`config.mk`:
```
export PLATFORM = sky130hd
export DESIGN_NAME = morse_press_decoder
export DESIGN_NICKNAME = d
export VERILOG_FILES = /design/src/hw/rtl/mpd_pkg.sv /design/src/hw/rtl/morse_press_decoder.sv
export VERILOG_INCLUDE_DIRS = /design/src /design/src/hw/rtl
export SDC_FILE = /design/constraint.sdc
export NUM_CORES = 1
export LEC_CHECK = 0
export ABC_AREA = 1
export CORE_ASPECT_RATIO = 1.25
export CORE_MARGIN = 2
export CORE_UTILIZATION = 45
export DETAILED_ROUTE_END_ITERATION = 12
export DONT_BUFFER_PORTS = 1
export PLACE_DENSITY = 0.65
export SYNTH_ARGS = -nofsm -noshare
export SYNTH_HDL_FRONTEND = slang
export SYNTH_SLANG_ARGS = --single-unit
```
`constraint.sdc`:
```
create_clock -name clock -period 6.35 [get_ports clock]
set_clock_uncertainty 0.1 [all_clocks]
set_input_delay 1.905 -clock clock [delete_from_list [all_inputs] [get_ports clock]]
set_output_delay 1.905 -clock clock [all_outputs]
set_load 0.01 [all_outputs]
```
`src/hw/rtl/morse_press_decoder_assert.svh`:
```
// Assertion macros shared by the morse press decoder RTL.
`ifndef MORSE_PRESS_DECODER_ASSERT_SVH
`define MORSE_PRESS_DECODER_ASSERT_SVH

// Check that a condition implies an expression in the same cycle.
`define MPD_ASSERT_IMP(name, cond, expr) \
   name: assert property (@(posedge clock) disable iff (reset) (cond) |-> (expr)) \
      else $error("morse_press_decoder: same-cycle check failed");

// Check that a condition implies an expression in the next cycle.
`define MPD_ASSERT_NXT(name, cond, expr) \
   name: assert property (@(posedge clock) disable iff (reset) (cond) |=> (expr)) \
      else $error("morse_press_decoder: next-cycle check failed");

`endif

```
`src/hw/rtl/mpd_pkg.sv`:
```
// Package with constants, types and the letter lookup of the morse press decoder.
`timescale 1ns / 1ps
`default_nettype none

package mpd_pkg;

   localparam int unsigned DURATION_WIDTH = 16;
   localparam int unsigned LIMIT_WIDTH    = 16;
   localparam int unsigned CSR_INDEX_WIDTH = 1;
   localparam int unsigned MAX_SYMBOLS    = 4;
   localparam int unsigned BITS_WIDTH     = 4;
   localparam int unsigned LENGTH_WIDTH   = 3;
   localparam int unsigned CODE_WIDTH     = 7;

   localparam logic [LIMIT_WIDTH-1:0]  SHORT_LIMIT_RESET = 16'd400;
   localparam logic [LIMIT_WIDTH-1:0]  LONG_LIMIT_RESET  = 16'd1000;
   localparam logic [LENGTH_WIDTH-1:0] LENGTH_MAX        = 3'(MAX_SYMBOLS);
   localparam logic [LENGTH_WIDTH-1:0] LENGTH_OVERFLOW   = 3'(MAX_SYMBOLS + 1);
   localparam logic [CODE_WIDTH-1:0]   ASCII_A           = 7'd65;
   localparam logic [CODE_WIDTH-1:0]   ASCII_L           = 7'd76;

   typedef enum logic [CSR_INDEX_WIDTH-1:0] {
      CSR_SHORT_LIMIT = 1'b0,
      CSR_LONG_LIMIT  = 1'b1
   } csr_index_type;

   typedef enum logic [1:0] {
      EVENT_DOT       = 2'd0,
      EVENT_DASH      = 2'd1,
      EVENT_FOUND     = 2'd2,
      EVENT_NOT_FOUND = 2'd3
   } event_kind_type;

   typedef struct packed {
      logic                  found;
      logic [CODE_WIDTH-1:0] code;
   } lookup_type;

   // Match a pattern (length, bits with first symbol in bit 0, dash = 1) to A..L.
   function automatic lookup_type letter_lookup(
      input logic [LENGTH_WIDTH-1:0] length,
      input logic [BITS_WIDTH-1:0]   bits
   );
      lookup_type res;
      logic [3:0] idx;
      res.found = 1'b1;
      idx       = 4'd0;
      unique case ({length, bits})
         {3'd2, 4'h2}: idx = 4'd0;   // A .-
         {3'd4, 4'h1}: idx = 4'd1;   // B -...
         {3'd4, 4'h5}: idx = 4'd2;   // C -.-.
         {3'd3, 4'h1}: idx = 4'd3;   // D -..
         {3'd1, 4'h0}: idx = 4'd4;   // E .
         {3'd4, 4'h4}: idx = 4'd5;   // F ..-.
         {3'd3, 4'h3}: idx = 4'd6;   // G --.
         {3'd4, 4'h0}: idx = 4'd7;   // H ....
         {3'd2, 4'h0}: idx = 4'd8;   // I ..
         {3'd4, 4'hE}: idx = 4'd9;   // J .---
         {3'd3, 4'h5}: idx = 4'd10;  // K -.-
         {3'd4, 4'h2}: idx = 4'd11;  // L .-..
         default:      res.found = 1'b0;
      endcase
      res.code = res.found ? (ASCII_A + {3'b000, idx}) : '0;
      return res;
   endfunction

endpackage

`default_nettype wire

```
`src/hw/rtl/morse_press_decoder.sv`:
```
// Morse press decoder: classifies press durations and decodes letters A to L.
// A request moves from the input register to the response register when that frees.
// Throughput: one request per cycle while rsp_ready is high; the input register and
// the response register each hold one request, and pattern update plus table match are combinational.
// Reset clears the pattern, both pipeline valid flags, and loads the limits with
// 400 ms and 1000 ms. Configuration writes complete in the cycle they are offered.
`timescale 1ns / 1ps
`default_nettype none

module morse_press_decoder
   import mpd_pkg::*;
(
   input  wire logic                       clock,
   input  wire logic                       reset,
   // Configuration port
   input  wire logic                       csr_valid,
   output logic                            csr_ready,
   input  wire logic [CSR_INDEX_WIDTH-1:0] csr_index,
   input  wire logic [LIMIT_WIDTH-1:0]     csr_data,
   // Request channel
   input  wire logic                       req_valid,
   output logic                            req_ready,
   input  wire logic [DURATION_WIDTH-1:0]  req_press_duration,
   // Response channel
   output logic                            rsp_valid,
   input  wire logic                       rsp_ready,
   output logic [1:0]                      rsp_event_kind,
   output logic [CODE_WIDTH-1:0]           rsp_letter_code
);

   logic [LIMIT_WIDTH-1:0]    short_limit_ff, short_limit_in;
   logic [LIMIT_WIDTH-1:0]    long_limit_ff, long_limit_in;
   logic                      in_valid_ff, in_valid_in;
   logic [DURATION_WIDTH-1:0] in_duration_ff, in_duration_in;
   logic [BITS_WIDTH-1:0]     symbol_bits_ff, symbol_bits_in;
   logic [LENGTH_WIDTH-1:0]   symbol_length_ff, symbol_length_in;
   logic                      out_valid_ff, out_valid_in;
   event_kind_type            out_kind_ff, out_kind_in;
   logic [CODE_WIDTH-1:0]     out_code_ff, out_code_in;
   logic                      advance;
   logic                      is_dot;
   logic                      is_dash;
   logic                      is_symbol;
   lookup_type                match;

   assign csr_ready = 1'b1;

   // Move the held request to the response register when that register frees up.
   assign advance   = in_valid_ff && (!out_valid_ff || rsp_ready);
   assign req_ready = !in_valid_ff || advance;

   // Write the limits.
   always_comb begin
      short_limit_in = short_limit_ff;
      long_limit_in  = long_limit_ff;
      if (csr_valid) begin
         unique case (csr_index_type'(csr_index))
            CSR_SHORT_LIMIT: short_limit_in = csr_data;
            CSR_LONG_LIMIT:  long_limit_in  = csr_data;
            default:         ;
         endcase
      end
   end

   // Load the input register.
   always_comb begin
      in_valid_in    = in_valid_ff;
      in_duration_in = in_duration_ff;
      if (req_ready) begin
         in_valid_in    = req_valid;
         in_duration_in = req_press_duration;
      end
   end

   // Classify the press and update the pattern.
   assign is_dot    = in_duration_ff < short_limit_ff;
   assign is_dash   = !is_dot && (in_duration_ff < long_limit_ff);
   assign is_symbol = is_dot || is_dash;
   assign match     = letter_lookup(symbol_length_ff, symbol_bits_ff);

   always_comb begin
      symbol_bits_in   = symbol_bits_ff;
      symbol_length_in = symbol_length_ff;
      out_kind_in      = out_kind_ff;
      out_code_in      = out_code_ff;
      out_valid_in     = out_valid_ff && !rsp_ready;
      if (advance) begin
         out_valid_in = 1'b1;
         out_code_in  = '0;
         if (is_symbol) begin
            out_kind_in = is_dot ? EVENT_DOT : EVENT_DASH;
            if (symbol_length_ff < LENGTH_MAX) begin
               symbol_bits_in   = symbol_bits_ff |
                  (BITS_WIDTH'(is_dash) << symbol_length_ff[1:0]);
               symbol_length_in = symbol_length_ff + 3'd1;
            end else begin
               symbol_length_in = LENGTH_OVERFLOW;
            end
         end else begin
            // End the letter; the overflow length never matches the table.
            out_kind_in      = match.found ? EVENT_FOUND : EVENT_NOT_FOUND;
            out_code_in      = match.code;
            symbol_bits_in   = '0;
            symbol_length_in = '0;
         end
      end
   end

   // Hold control state under reset; payload registers load freely.
   always_ff @(posedge clock) begin
      if (reset) begin
         short_limit_ff   <= SHORT_LIMIT_RESET;
         long_limit_ff    <= LONG_LIMIT_RESET;
         in_valid_ff      <= 1'b0;
         out_valid_ff     <= 1'b0;
         symbol_bits_ff   <= '0;
         symbol_length_ff <= '0;
      end else begin
         short_limit_ff   <= short_limit_in;
         long_limit_ff    <= long_limit_in;
         in_valid_ff      <= in_valid_in;
         out_valid_ff     <= out_valid_in;
         symbol_bits_ff   <= symbol_bits_in;
         symbol_length_ff <= symbol_length_in;
      end
   end

   always_ff @(posedge clock) begin
      in_duration_ff <= in_duration_in;
      out_kind_ff    <= out_kind_in;
      out_code_ff    <= out_code_in;
   end

   assign rsp_valid       = out_valid_ff;
   assign rsp_event_kind  = out_kind_ff;
   assign rsp_letter_code = out_code_ff;

`include "morse_press_decoder_assert.svh"

   `MPD_ASSERT_IMP(a_length_range, 1'b1, symbol_length_ff <= LENGTH_OVERFLOW)
   `MPD_ASSERT_IMP(a_found_code, out_valid_ff && out_kind_ff == EVENT_FOUND,
      out_code_ff >= ASCII_A && out_code_ff <= ASCII_L)
   `MPD_ASSERT_IMP(a_other_code, out_valid_ff && out_kind_ff != EVENT_FOUND,
      out_code_ff == '0)
   `MPD_ASSERT_NXT(a_end_clears, advance && !is_symbol,
      symbol_length_ff == '0 && symbol_bits_ff == '0)
   `MPD_ASSERT_NXT(a_hold_input, in_valid_ff && !advance,
      in_valid_ff && $stable(in_duration_ff))

endmodule

`default_nettype wire
```
==> results by group, run 1 <==
Status
  • Status: completed

Detailed routing
  • Initial DRC Count: 101
  • Vias: 2,408
  • Drt drc: 0
  • Detailed Route WL: 6130 µm
  • DR vias/cell: 5.08
  • Mean routed wirelength per cell: 12.9 µm
  • Post-route ant nets: 0
  • Initial DRT Pass Iterations: 4

Global routing
  • Remaining Overflow, GRT: 0
  • First-pass GRT wire length: 10,200 µm
  • Met1 usage: 16.9%
  • GR Util All Layers: 16.8%
  • Initial antenna violation count: 0
  • Gr busiest metal: met2
  • Met3 Track Usage GR: 4.90%
  • Vias in the first global route: 2,394
  • Largest net degree at the start of global routing: 34
  • Global-route met2 utilization: 31.0%

Power
  • Pleak: 1.55 nW
  • PwrDens: 258 nW/µm²
  • Peak supply drop: 0.141 mV

STA
  • Slew headroom: 42.2%
  • Final hold vios: 0
  • Setup tns final: 0 ns
  • Max Freq: 233 MHz
  • Setup-failing EPs final: 0
  • Slew @ Worst Pin: 0.866 ns
  • Max Slew Vio Count: 0
  • Final Critical Period: 4.29 ns
  • Final worst slack: 2.06 ns
  • Hold_ws: 0.363 ns
  • Tcrit/Tclk final: 67.5%
  • RSZ-0062 raised after global routing: false

Setup path
  • CP startpoint kind: input port
  • Critical Path RT: 4.35 ns
  • Critical path fanouts, max: 18
  • Slowest cell on crit path: buf_4
  • Critical-path cell list: inv_1 > nand3_1 > buf_4
  • Arrival time at the worst endpoint: 2.28 ns
  • Worst setup EP type: output pin
  • Slowest Stage Delay on Critical Path: 0.28 ns
  • Kind of critical path: input port to output pin

Placed design
  • Pre-CTS WS: 2.06 ns
  • Routability cong.: 0.777
  • Detailed Place HPWL: 4690 µm
  • Placed inst area: 3340 µm²
  • Port buffer count: 0

CTS
  • Cts repair resizes: 0
  • CTS Buffer Depth: 2
  • H-tree Lvls: 3
  • Clk_lat worst skew: 0.35 ns
  • Worst-path clk slew: 0.07 ns
  • Hold_buf cts: 0
  • Root Buffer Master: clkbuf_8
  • Number of clock sinks: 65
  • CTS tree: yes
  • CTS Buf Count: 9
  • Post-CTS Repair Setup Buffers: 0

Min path
  • Worst min path class: register to register

Cells and area
  • Commonest non-fill, non-tap cell in the layout: nand2_1
  • Area growth, synth to finish: 8.04%
  • Most frequent cells in the layout: nand2_1 (58), inv_1 (57), a21oi_1 (43)
  • Nets: 452
  • Fraction of layout cells with a size suffix above 1: 9.64%
  • Final core occ: 50.3%
  • Cell area after layout: 3530 µm²
  • Ant diodes: 0

Synthesis
  • Post-synthesis sequential area ratio: 47.1%
  • Cells after Synth: 377
  • Yosys reg bits: 65
  • Synth Warn #: 0
  • Count of different cell masters after synthesis: 30
  • Cell area after synthesis: 3270 µm²
  • Mapped Nets: 450
  • Avg Inst Size Synth: 8.67 µm²

Die
  • Top-level I/O count: 50
  • Core area: 7020 µm²
  • Die footprint: 7970 µm²
  • Die Span X: 80.2 µm
  • Starting Density: 46.6%
  • Row count: 34
  • Die Y: 99.3 µm

Flow run
  • Max-cap violation count: 0
==> logic make-up after synthesis <==
family | after synthesis | share of synthesized area [%]
compound gates | 84 | 14.1
xor+xnor | 1 | 0.268
fa+ha+maj | 35 | 13.4
buf+inv | 75 | 8.84
flops | 65 | 47.1
other cells | 2 | 0.230
simple gates | 115 | 16.0
==> routing by layer <==
| metal | vias to the layer above | part of all wire [%] |
|---|---|---|
| li1 | 1262 | - |
| met1 | 1087 | 39 |
| met2 | 44 | 54 |
| met3 | 15 | 4.0 |
| met4 | 0 | 2.7 |
| met5 | - | 0 |
==> sequential cells by signal, summed over array words and instances (netlist names) <==
name / count
in_duration_ff: 16
long_limit_ff: 16
short_limit_ff: 16
rsp_letter_code: 6
symbol_bits_ff: 4
symbol_length_ff: 3
rsp_event_kind: 2
in_valid_ff: 1
rsp_valid: 1
==> report_power, final <==
part / total [mW] / internal, mW / switching (mW) / leakage (nW)
clock: 0.337 / 0.181 / 0.156 / 0.0933
combinational: 0.106 / 0.0385 / 0.0677 / 0.873
sequential: 0.470 / 0.457 / 0.0124 / 0.583
==> critical path, delay by kind of cell <==
family	cells	cell delay (ns)
buffers and inverters	2	0.31
AND/OR/NAND/NOR	1	0.06
==> worst paths after layout <==
check	startpoint	end	slack, ns	cells after the start
max	rsp_ready	req_ready	2.06	3
min	long_limit_ff[11]$_SDFFE_PP0P_	long_limit_ff[11]$_SDFFE_PP0P_	0.36	2
max reg2reg	symbol_length_ff[1]$_SDFFE_PP0P_	rsp_letter_code[2]$_SDFFCE_PP0P_	4.09	10
min reg2reg	long_limit_ff[11]$_SDFFE_PP0P_	long_limit_ff[11]$_SDFFE_PP0P_	0.36	2
==> metrics by stage <==
step	power [mW]	std cells
floorplan	0.563	377
global placement	0.583	458
detailed placement	0.587	458
CTS	0.925	474
global route	0.958	474
finish	0.913	474
==> synthesized netlist by cell type (all sizes together) <==
| cell | n | area share [%] |
|---|---|---|
| edfxtp | 24 | 22 |
| buf | 2 | 0.46 |
| a21oi | 43 | 6.6 |
| nor4 | 3 | 0.57 |
| nor2 | 28 | 3.8 |
| nand2 | 61 | 7.4 |
| o31ai | 1 | 0.23 |
| o211ai | 9 | 2.1 |
| inv | 65 | 7.5 |
| xnor2 | 1 | 0.27 |
| a21boi | 1 | 0.23 |
| dfxtp | 41 | 25 |
| nand4 | 6 | 1.3 |
| conb | 2 | 0.23 |
| or2 | 1 | 0.19 |
| clkbuf | 8 | 0.92 |
| nor3b | 1 | 0.23 |
| a211oi | 1 | 0.23 |
| a41oi | 1 | 0.50 |
| nor3 | 3 | 0.46 |
| ha | 35 | 13 |
| nand3 | 12 | 2.0 |
| o21ai | 28 | 4.3 |
==> area by class of cell <==
cell class / instances / area (µm²)
clock buffer: 11 / 131
clock inverter: 5 / 56.3
fill: 662 / 3490
inverter: 65 / 244
multi-input combinational: 237 / 1440
sequential: 65 / 1540
tap: 90 / 113
timing repair buffer: 1 / 7.51
(Power assumes the default switching activity.)
==> inputs of run 2 (changes only) <==
==> constraint.sdc (replaced) <==
create_clock -name clock -period 4.2 [get_ports clock]
set_clock_uncertainty 0.1 [all_clocks]
set_input_delay 1.26 -clock clock [delete_from_list [all_inputs] [get_ports clock]]
set_output_delay 1.26 -clock clock [all_outputs]
set_load 0.01 [all_outputs]
==> results by group, run 2 (synthesis results as in run 1) <==
Detailed routing
  • Mean routed wirelength per cell: 13.1 µm
  • Drt drc: 0
  • Initial DRC Count: 92
  • Post-route ant nets: 0
  • Vias: 2,408
  • Detailed Route WL: 6170 µm
  • Initial DRT Pass Iterations: 4
  • DR vias/cell: 5.09

Placed design
  • Routability cong.: 0.818
  • Pre-CTS WS: 1.25 ns
  • Detailed Place HPWL: 4700 µm
  • Placed inst area: 3340 µm²
  • Port buffer count: 0

Setup path
  • Kind of critical path: input port to output pin
  • Arrival time at the worst endpoint: 1.55 ns
  • Cell family with most CP delay: simple AND/OR/NAND/NOR gates
  • CP bufs+invs: 1
  • CP startpoint kind: input port
  • Critical path fanouts, max: 2
  • Worst setup EP type: output pin
  • Critical R2R Capture: rsp_letter_code[2]$_SDFFCE_PP0P_
  • Critical Path Stages: 2
  • Critical-path cell list: inv_1 > nand3_1
  • Slowest cell on crit path: nand3_1
  • Slowest Stage Delay on Critical Path: 0.24 ns
  • Critical Path RT: 2.84 ns
  • R2r setup slk: 1.97 ns
  • Worst r2r path cells: 10
  • Reg-to-reg critical path startpoint: symbol_length_ff[1]$_SDFFE_PP0P_

Power
  • PwrDens: 373 nW/µm²
  • Peak supply drop: 0.206 mV
  • Pleak: 1.54 nW
  • Overall power: 1.31 mW

CTS
  • CTS Buf Count: 9
  • Post-CTS Repair Setup Buffers: 0
  • CTS tree: yes
  • CTS Buffer Depth: 2
  • Clk_lat worst skew: 0.34 ns
  • Root Buffer Master: clkbuf_8
  • Hold_buf cts: 0
  • Cts repair resizes: 0
  • Number of clock sinks: 65
  • H-tree Lvls: 3
  • Worst-path clk slew: 0.07 ns

Cells and area
  • Most frequent cells in the layout: nand2_1 (58), inv_1 (57), a21oi_1 (43)
  • Nets: 452
  • Area growth, synth to finish: 7.00%
  • Cell area after layout: 3500 µm²
  • Fraction of layout cells with a size suffix above 1: 9.40%
  • Ant diodes: 0
  • Largest regs: in_duration_ff: 16 flops, long_limit_ff: 16 flops, short_limit_ff: 16 flops
  • Commonest non-fill, non-tap cell in the layout: nand2_1

Global routing
  • Remaining Overflow, GRT: 0
  • Largest net degree at the start of global routing: 34
  • Initial antenna violation count: 0
  • Vias in the first global route: 2,241
  • First-pass GRT wire length: 10,100 µm
  • GR Util All Layers: 16.9%

Die
  • Die Span X: 80.2 µm
  • Die footprint: 7970 µm²
  • Row count: 34
  • Die Y: 99.3 µm
  • Core area: 7020 µm²
  • Top-level I/O count: 50
  • Starting Density: 46.6%

Flow run
  • Max-cap violation count: 0

STA
  • Max Freq: 344 MHz
  • Max Slew Vio Count: 0
  • Final Critical Period: 2.91 ns
  • Slew @ Worst Pin: 0.869 ns
  • Final hold vios: 0
  • Hold_ws: 0.361 ns
  • Tcrit/Tclk final: 69.2%
  • RSZ-0062 raised after global routing: false
  • Setup-failing EPs final: 0
  • Setup tns final: 0 ns
  • Slew headroom: 42.0%
  • Final worst slack: 1.29 ns

Status
  • Status: completed

Min path
  • WHS Path Cells: 2
  • Hold wc startpoint: short_limit_ff[6]$_SDFFE_PP0P_
  • Hold endpoint: short_limit_ff[6]$_SDFFE_PP0P_
  • Worst min path class: register to register
## run 2: cell types whose count changed in the layout (fill, tap and decap cells not counted), sizes merged
cell,change
bufinv,-1
## run 2: final cells by class
type,instances,area (µm²)
Clock buffer,11,131
Clock inverter,4,22.5
Inverter,65,244
Timing Repair Buffer,1,7.51
Fill cell,679,3520
Sequential cell,65,1540
Multi-Input combinational cell,237,1440
Tap cell,90,113
## run 2: how the worst max path moves through the flow
stage,start,slack (ns),endpoint
after CTS,rsp_ready,1.25,req_ready
after floorplan,rsp_ready,1.06,req_ready
after global routing,rsp_ready,1.25,req_ready
final,rsp_ready,1.29,req_ready
after global placement,rsp_ready,1.25,req_ready
after detailed placement,rsp_ready,1.25,req_ready
## run 2: metrics by stage
step / std cells / util [%]
after detailed placement: 458 / 47.6
final: 473 / 49.8
after global placement: 458 / 47.6
after global routing: 473 / 49.8
after floorplan: 377 / -
after CTS: 473 / 49.8
## run 2: report_power, final
group | internal [mW] | switching (mW)
logic | 0.0584 | 0.102
registers | 0.692 | 0.0184
clock network | 0.208 | 0.227
total | 0.958 | 0.347
## run 2: metal layers
| layer | share of wire (%) | up-vias | GRT usage, % |
|---|---|---|---|
| li1 | - | 1248 | - |
| met1 | 41 | 1106 | 18.4 |
| met5 | 0 | - | 0 |
| met4 | 1.5 | 0 | 7.17 |
| met2 | 54 | 46 | 29.4 |
| met3 | 4.3 | 8 | 6.08 |
==> inputs of run 3 (changes only) <==
--- a/config.mk
+++ b/config.mk
@@ -12,7 +12,7 @@
 export CORE_UTILIZATION = 45
 export DETAILED_ROUTE_END_ITERATION = 12
 export DONT_BUFFER_PORTS = 1
-export PLACE_DENSITY = 0.65
+export PLACE_DENSITY = 0.67
 export SYNTH_ARGS = -nofsm -noshare
 export SYNTH_HDL_FRONTEND = slang
 export SYNTH_SLANG_ARGS = --single-unit
==> constraint.sdc (replaced) <==
create_clock -name clock -period 2.55 [get_ports clock]
set_clock_uncertainty 0.1 [all_clocks]
set_input_delay 0.765 -clock clock [delete_from_list [all_inputs] [get_ports clock]]
set_output_delay 0.765 -clock clock [all_outputs]
set_load 0.01 [all_outputs]
==> results by group, run 3 (synthesis results as in run 1) <==
Status
  • Status: completed

Detailed routing
  • Drt drc: 0
  • Mean routed wirelength per cell: 13.2 µm
  • DR vias/cell: 5.09
  • Vias: 2,428
  • Initial DRT Pass Iterations: 4
  • Detailed Route WL: 6270 µm
  • Post-route ant nets: 0
  • Initial DRC Count: 59

Power
  • Peak supply drop: 0.379 mV
  • Combinational power share: 11.9%
  • Pleak: 1.58 nW
  • Seq pwr share: 50.8%
  • Clock network power share: 37.4%
  • NetSw: 570 µW
  • Internal: 1.74 mW
  • PwrDens: 646 nW/µm²
  • Switching share of total power: 24.7%
  • Overall power: 2.31 mW

Die
  • Core area: 7020 µm²
  • Top-level I/O count: 50
  • Row count: 34
  • Die footprint: 7970 µm²
  • Starting Density: 46.6%
  • Die Span X: 80.2 µm
  • Die Y: 99.3 µm

CTS
  • Clk_lat worst skew: 0.34 ns
  • Number of clock sinks: 65
  • CTS tree: yes
  • CTS Buffer Depth: 2
  • H-tree Lvls: 3
  • Root Buffer Master: clkbuf_8
  • Cts repair resizes: 0
  • CTS Buf Count: 9
  • Hold_buf cts: 0
  • Post-CTS Repair Setup Buffers: 0
  • Worst-path clk slew: 0.07 ns

Setup path
  • Kind of critical path: register to register
  • Worst setup EP type: register
  • Critical Path RT: 2.55 ns
  • CP startpoint kind: register
  • Arrival time at the worst endpoint: 2.16 ns
  • Critical path fanouts, max: 6

Cells and area
  • Cell Count, Final, Fillers Out: 477
  • Ant diodes: 0
  • Most frequent cells in the layout: nand2_1 (58), inv_1 (57), a21oi_1 (43)
  • Nets: 456
  • Commonest non-fill, non-tap cell in the layout: nand2_1
  • Area growth, synth to finish: 9.18%
  • Largest regs: in_duration_ff: 16 flops, long_limit_ff: 16 flops, short_limit_ff: 16 flops
  • Fraction of layout cells with a size suffix above 1: 10.6%

Placed design
  • Pre-CTS WS: 0.399 ns
  • Detailed Place HPWL: 4810 µm
  • Placed insts: 462
  • Port buffer count: 0
  • Routability cong.: 0.789

STA
  • Setup tns final: 0 ns
  • RSZ-0062 raised after global routing: false
  • Slew @ Worst Pin: 0.660 ns
  • Tcrit/Tclk final: 84.7%
  • Final hold vios: 0
  • Hold_ws: 0.358 ns
  • Setup-failing EPs final: 0
  • Max Freq: 463 MHz
  • Final worst slack: 0.391 ns
  • Max Slew Vio Count: 0
  • Slew headroom: 55.9%
  • Final Critical Period: 2.16 ns

Global routing
  • Remaining Overflow, GRT: 0
  • GR Util All Layers: 17.2%
  • Largest net degree at the start of global routing: 33
  • First-pass GRT wire length: 10,300 µm
  • Vias in the first global route: 2,388
  • Initial antenna violation count: 0

Min path
  • Worst min path class: register to register

Flow run
  • Max-cap violation count: 0
## run 3: changes by cell type in the layout (fill, tap and decap cells not counted), sizes merged
cell / change
clkbuf: +1
buf: +4
bufinv: +1
clkinv: -1
clkinvlp: -1
## run 3: worst max-delay path: stages, from the launching register on
cell and delay, ns:
dfxtp_1 0.42, inv_1 0.12, ha_1 0.20, nand2_2 0.11, inv_2 0.05, nand4_1 0.08, nor3b_1 0.19, nand4_1 0.16
ha_1 0.26, xnor2_1 0.18, nor2_2 0.05
## run 3: per-layer routing
layer	part of all wire (%)	global-route usage [%]	up-vias
met5	0	0	-
met4	2.2	7.82	0
met3	4.9	6.35	11
met2	53	29.9	43
met1	40	18.3	1112
li1	-	-	1262
## run 3: layout make-up
cell class                      instances  area [µm²]
Inverter                               65         244
Multi-Input combinational cell        237        1440
Sequential cell                        65        1540
Clock inverter                          3        40.0
Timing Repair Buffer                    5        37.5
Tap cell                               90         113
Fill cell                             685        3450
Clock buffer                           12         155
## run 3: worst paths after layout
kind / start / end / slack, ns / depth (start not counted)
worst max-delay path: symbol_length_ff[1]$_SDFFE_PP0P_ / rsp_letter_code[2]$_SDFFCE_PP0P_ / 0.39 / 10
worst min-delay path: short_limit_ff[2]$_SDFFE_PP0P_ / short_limit_ff[2]$_SDFFE_PP0P_ / 0.36 / 2
worst max register to register: symbol_length_ff[1]$_SDFFE_PP0P_ / rsp_letter_code[2]$_SDFFCE_PP0P_ / 0.39 / 10
worst min register to register: short_limit_ff[2]$_SDFFE_PP0P_ / short_limit_ff[2]$_SDFFE_PP0P_ / 0.36 / 2
## run 3: power by group through the flow
stage          registers, mW  logic [mW]  clock network [mW]
2_1_floorplan           1.18       0.218                   0
5_1_grt                 1.18       0.322               0.925
3_5_place_dp            1.19       0.274                   0
4_1_cts                 1.17       0.277               0.884
3_3_place_gp            1.19       0.268                   0
6_report                1.17       0.274               0.862
## run 3: stage by stage
step	area (µm²)	util, %
after floorplan	3270	-
after global placement	3370	48.1
after detailed placement	3370	48.1
after CTS	3570	50.9
after global routing	3570	50.9
final	3570	50.9
